`config.mk`:
```
export PLATFORM = sky130hd
export DESIGN_NAME = c2d_merge
export DESIGN_NICKNAME = d
export VERILOG_FILES = /design/src/sv/c2d_pkg.sv /design/src/sv/c2d_merge.sv
export SDC_FILE = /design/constraint.sdc
export NUM_CORES = 2
export LEC_CHECK = 0
export ABC_CLOCK_PERIOD_IN_PS = 5700
export BUFFER_PORTS_ARGS = -buffer_cell sky130_fd_sc_hd__buf_2
export CAP_MARGIN = 5
export CORE_AREA = 4 4 638 640
export CTS_CLUSTER_SIZE = 24
export DETAILED_ROUTE_END_ITERATION = 10
export DIE_AREA = 0 0 642 644
export PLACE_DENSITY = 0.45
export SLEW_MARGIN = 20
export SYNTH_ARGS = -nofsm -noshare
export SYNTH_HDL_FRONTEND = slang
export SYNTH_SLANG_ARGS = --single-unit
```
`constraint.sdc`:
```
create_clock -name clk_i -period 5.7 [get_ports clk_i]
set_clock_uncertainty 0.05 [all_clocks]
set_input_delay 0.855 -clock clk_i [delete_from_list [all_inputs] [get_ports clk_i]]
set_output_delay 0.855 -clock clk_i [all_outputs]
set_load 0.01 [all_outputs]
```
`src/sv/c2d_pkg.sv`:
```
// ----------------------------------------------------------------------------
// c2d_pkg: shared types and constants of the 5x5 RGB convolution
// Sizes, tap request and emit descriptors, the coefficient reset value and
// the final round-and-clamp function.
// ----------------------------------------------------------------------------
package c2d_pkg;

  localparam int MAX_WIDTH  = 1024;
  localparam int MAX_HEIGHT = 1024;
  localparam int MASK_SIZE  = 5;
  localparam int RADIUS     = MASK_SIZE / 2;
  localparam int TAPS       = MASK_SIZE * MASK_SIZE;
  localparam int PIX_W      = 8;
  localparam int CH         = 3;
  localparam int RGB_W      = PIX_W * CH;
  localparam int COEF_W     = 12;
  localparam int COEF_FRAC  = COEF_W - 2;
  localparam int MASK_W     = COEF_W * MASK_SIZE;
  localparam int DIM_W      = 11;
  localparam int LIN_W      = 20;
  localparam int BASE_W     = 21;
  localparam int AGE_W      = 22;
  localparam int HIST_DEPTH = 4 * MAX_WIDTH + 8;
  // A few spare entries so that a tap cannot be overwritten while in flight.
  localparam int MEM_DEPTH  = HIST_DEPTH + 8;
  localparam int PTR_W      = $clog2(MEM_DEPTH);
  localparam int PROD_W     = PIX_W + 1 + COEF_W;
  localparam int ROWSUM_W   = PROD_W + 3;
  localparam int SUM_W      = ROWSUM_W + 3;
  localparam int OUT_MAX    = 255;

  localparam logic [MASK_W-1:0] MASK_ROW2_RST =
    MASK_W'(1 << COEF_FRAC) << (COEF_W * RADIUS);

  typedef enum logic [2:0] {
    CFG_MASK0  = 3'd0,
    CFG_MASK1  = 3'd1,
    CFG_MASK2  = 3'd2,
    CFG_MASK3  = 3'd3,
    CFG_MASK4  = 3'd4,
    CFG_WIDTH  = 3'd5,
    CFG_HEIGHT = 3'd6
  } cfg_idx_e;

  typedef logic signed [PROD_W-1:0] prod_t;
  typedef logic signed [SUM_W-1:0]  sum_t;

  typedef struct packed {
    logic             ok;
    logic [PTR_W-1:0] idx;
  } tap_req_t;

  typedef struct packed {
    logic             vld;
    logic             last;
    logic [DIM_W-1:0] orow;
    logic [DIM_W-1:0] ocol;
    logic [LIN_W-1:0] newest;
    logic             newest_ok;
    logic [PTR_W-1:0] nptr;
  } emit_t;

  function automatic logic [PIX_W-1:0] round_clamp(input sum_t s);
    logic signed [SUM_W:0] t;
    logic signed [SUM_W:0] v;
    begin
      t = (SUM_W+1)'(s) + (SUM_W+1)'(1 << (COEF_FRAC - 1));
      v = t >>> COEF_FRAC;
      if (t <= 0) begin
        round_clamp = '0;
      end else if (v > OUT_MAX) begin
        round_clamp = PIX_W'(OUT_MAX);
      end else begin
        round_clamp = v[PIX_W-1:0];
      end
    end
  endfunction

endpackage

```
`src/sv/c2d_merge.sv`:
```
// ----------------------------------------------------------------------------
// c2d_merge: lane merge
// Registered adder tree over the 25 lanes: row sums, then the window sum.
// ----------------------------------------------------------------------------
module c2d_merge (
  input  logic              clk_i,
  input  logic              rst_ni,
  input  logic              adv_i,
  input  logic              vld_i,
  input  logic              last_i,
  input  c2d_pkg::prod_t    prod_i [c2d_pkg::TAPS][c2d_pkg::CH],
  output c2d_pkg::sum_t     sum_o  [c2d_pkg::CH],
  output logic              vld_o,
  output logic              last_o
);
  import c2d_pkg::*;

  logic signed [ROWSUM_W-1:0] row_q [MASK_SIZE][CH];
  logic signed [ROWSUM_W-1:0] row_d [MASK_SIZE][CH];
  sum_t                       sum_d [CH];
  logic                       vld_q, last_q;

  always_comb begin
    for (int r = 0; r < MASK_SIZE; r++) begin
      for (int c = 0; c < CH; c++) begin
        row_d[r][c] = '0;
        for (int k = 0; k < MASK_SIZE; k++) begin
          row_d[r][c] = row_d[r][c] + ROWSUM_W'(prod_i[r*MASK_SIZE + k][c]);
        end
      end
    end
    for (int c = 0; c < CH; c++) begin
      sum_d[c] = '0;
      for (int r = 0; r < MASK_SIZE; r++) begin
        sum_d[c] = sum_d[c] + SUM_W'(row_q[r][c]);
      end
    end
  end

  always_ff @(posedge clk_i or negedge rst_ni) begin
    if (!rst_ni) begin
      vld_q <= 1'b0;
      vld_o <= 1'b0;
    end else if (adv_i) begin
      vld_q <= vld_i;
      vld_o <= vld_q;
    end
  end

  always_ff @(posedge clk_i) begin
    if (adv_i) begin
      row_q  <= row_d;
      last_q <= last_i;
      sum_o  <= sum_d;
      last_o <= last_q;
    end
  end

endmodule

```
**Word-level counts from Yosys, hierarchy flattened**

Index checks and enable logic that the tools add are counted.

- Register bits: 445
- Input port bits: 1,580
- Output and inout bits: 83
- Word-level logic and storage cells: 94

- $add $sub $neg: 72

Operator list:

| operator | number |
|---|---|
| $add 23x21->24 | 15 |
| $add 24x21->24 | 15 |
| $add 22x21->23 | 15 |
| $add 21x21->22 | 15 |
| $add 26x24->27 | 3 |
| $add 27x24->27 | 3 |
| $add 25x24->26 | 3 |
| $add 24x24->25 | 3 |

**Logic depth before layout (Yosys ltp)**

- Depth after elaboration: 4
- Gate-level depth with buffers: 16
- Mapped depth without buffers: 15

**Worst setup path after synthesis**

OpenSTA, ideal clock, no wires.

- Kind: input-to-reg
- From: input port prod_i[1] in the netlist's numbering
- To: register row_q[21] in the netlist's numbering (data pin)
- Setup time: 0.259 ns
- Arrival: 4.413 ns
- Data required time: 5.391 ns
- Setup slack: 0.978 ns
- Stages: 14
- Path buffers: 0
- Cell sequence: inv_1 fa_1 fa_1 fa_1 inv_1 ha_1 fa_1 a211o_1 a21oi_1 a2bb2oi_1 a21oi_1 o221ai_1 o41a_1 xor2_1

RTL lines:

| what | line | text |
|---|---|---|
| from (decl) | c2d_merge.sv:11 | `input c2d_pkg::prod_t prod_i [c2d_pkg::TAPS][c2d_pkg::CH],` |
| to (signal assigned) | c2d_merge.sv:52 | `row_q <= row_d;` |
| to (decl) | c2d_merge.sv:18 | `logic signed [ROWSUM_W-1:0] row_q [MASK_SIZE][CH];` |

==> impl_metrics.env <==
export IMPL_use_met3=0.0306
export IMPL_grt_busiest_layer="met2"
export IMPL_clkTransAtPathRegs_ps=60
export IMPL_syn_nets=11200
export IMPL_ant_nets=0
export IMPL_vias_per_cell=3.70
export IMPL_worstMarginPinSlew_ps=991
export IMPL_num_io_pins=1663
export IMPL_dr_pass1_iters=5
export IMPL_die_x_um=642
export IMPL_final_hold_viol_count=0
export IMPL_hold_depth=1
export IMPL_fin_setup_tns_ps=0
export IMPL_fin_area_mm2=0.0884
export IMPL_grt_pass1_wl_um=419000
export IMPL_start_kind="input pin"
export IMPL_area_growth_pct=25.3
export IMPL_vias=56000
export IMPL_grt_met1_usage=0.169
export IMPL_initial_utilization=0.176
export IMPL_min_period_ps=5090
export IMPL_antenna_found_initial=160
export IMPL_synth_edf_count=443
export IMPL_crit_slowest_cell="o21ai_0"
export IMPL_cts_tree="done"
export IMPL_ys_seq_area_frac=0.189
export IMPL_grt_max_degree=96
export IMPL_cts_sinks=445
export IMPL_layout_common_cells="inv_1, buf_2, fa_1"
export IMPL_max_freq_mhz=197
export IMPL_r2r_cells=13
export IMPL_run_status="finished, final reports clean"
export IMPL_insertion_delay_ps=740
export IMPL_cts_htree_levels=3
export IMPL_final_net_count=13000
export IMPL_rows=233
export IMPL_grt_ovfl_total=0
export IMPL_drc=0
export IMPL_path_depth=16
export IMPL_netlist_area_mm2=0.0706
export IMPL_die_area_mm2=0.413
export IMPL_final_common_cell="inv_1"
export IMPL_grt_pass1_vias=57600
export IMPL_rsz0062_at_grt="no"
export IMPL_drv_slew=0
export IMPL_async_reset_ff_frac=0.00449
export IMPL_slowest_delay_ps=820
export IMPL_fp_dieH_um=644
export IMPL_met2_usage=0.260
export IMPL_cpMostUsedCell="inv_1"
export IMPL_yosysUniqueCellTypes=87
export IMPL_critPathTopFamily="compound AO/OA/AOI/OAI gates"
export IMPL_yosys_warnings=0
export IMPL_slew_headroom=0.332
export IMPL_clk_path_buf_depth=4
export IMPL_crit_type="input pin to flip-flop"
export IMPL_gp_congestion=0.954
export IMPL_wl_um=304000
export IMPL_first_iter_violations=2812
export IMPL_multi_input_area_mm2=0.0432
export IMPL_finish_utilization=0.220
export IMPL_track_usage=0.143
export IMPL_syn_inst=7963
export IMPL_avgSynthCellArea_um2=8.87
export IMPL_synth_top_flop_cell="edfxtp_1"
export IMPL_fillers=45100
export IMPL_cp_arrival_ps=5470
export IMPL_hold_ws_ps=260
export IMPL_cp_required_ps=6090
export IMPL_seqCellArea_mm2=0.0134
export IMPL_path_buf_inv=5
export IMPL_synth_seq_cells=445
export IMPL_cts_root_buf="clkbuf_16"
export IMPL_cts_buffers=72
export IMPL_path_cells="buf_2, inv_1, fa_1, inv_1, fa_1, inv_1, fa_1, inv_1, ha_1, a211oi_1, o21bai_1, o22ai_1, o21ai_0, a21oi_1, o311ai_0, xor2_1"
export IMPL_dp_hpwl_um=282000
export IMPL_core_area_mm2=0.401
export IMPL_placed_cell_area_mm2=0.0860
export IMPL_cts_resized=0
export IMPL_hold_class="input pin to flip-flop"
export IMPL_finalSetupViolations=0
export IMPL_portBuffers=1662
export IMPL_wl_per_cell_um=20.1
export IMPL_worstPathMaxFanout=5
export IMPL_drive_above_1_share=0.191
export IMPL_drv_cap=0
export IMPL_period_share=0.892
export IMPL_worst_setup_path_end_kind="flip-flop"
-- cells in the mapped netlist, types with 12 or more instances --
master     number  area [µm²]
edfxtp_1      443       13300
a21boi_0       13        97.6
and3_1         34         213
nand2_1       151         567
nand3_1        61         305
a21o_1        184        1380
a31oi_1        40         250
a211o_1        13         114
and2_1         13        81.3
a211oi_1       58         435
a221oi_1       14         123
nand4_1        26         163
clkbuf_1       21        78.8
a31o_2         12         105
xnor2_1       232        2030
o21ai_0       177         886
o21bai_1       55         413
nand2b_1       27         169
o211ai_1       21         158
fa_1         1197       24000
o21a_1         52         390
xor2_1        122        1070
nor2_1        216         811
a41oi_1        12         105
nor2b_1        38         238
a2111oi_0      16         140
inv_1        3710       13900
a21oi_1       319        1600
o31ai_1        13        97.6
ha_1          441        5520
nor3_1         59         295
-- area by class of cell --
cell class | count | area share
antenna | 79 | 0.00224
sequential | 445 | 0.151
tap | 5287 | 0.0748
clock inverter | 42 | 0.00474
multi-input combinational | 3785 | 0.489
clock buffer | 80 | 0.0207
timing repair buffer | 1725 | 0.100
inverter | 3710 | 0.157
-- cells by family after synthesis --
logic type	count (synthesis)	share of synthesized area
fa+ha+maj	1638	0.418
flops	445	0.189
xor+xnor	354	0.0439
mux	11	0.00165
buf+inv	3733	0.199
compound gates	1096	0.102
simple gates	686	0.0468
-- repair_timing --
action | CTS | global route
setup buffers | 0 | 0
hold buffers | 1 | 0
hold endpoints to repair | 2 | 0
-- sequential cells by signal (all words and copies together), names as in the netlist --
name / count
last_o: 1
vld_o: 1
sum_o: 81
row_q: 360
last_q: 1
vld_q: 1
-- metrics by stage --
step / std cells / worst slack, ps
final: 15200 / 614
after global routing: 15100 / 417
after CTS: 15100 / 659
after detailed placement: 15000 / 30.8
after global placement: 15000 / 22.1
after floorplan: 7963 / 978
-- per-layer routing --
layer  vias up  share of wire
li1      26700              -
met1     27500           0.39
met2      1487           0.52
met3       364          0.058
met4        52          0.031
met5         -         0.0011
-- final timing paths --
kind,from,to,slack (ps)
max,prod_i[318],row_q[93],610
min,last_i,last_q,260
max reg2reg,row_q[151],sum_o[24],690
min reg2reg,last_q,last_o,370
max in group asynchronous,rst_ni,vld_o,5110
min in group asynchronous,rst_ni,vld_q,400
Power is not shown: default switching activity piles up to over one toggle a cycle in this logic, so the estimate is an artifact.
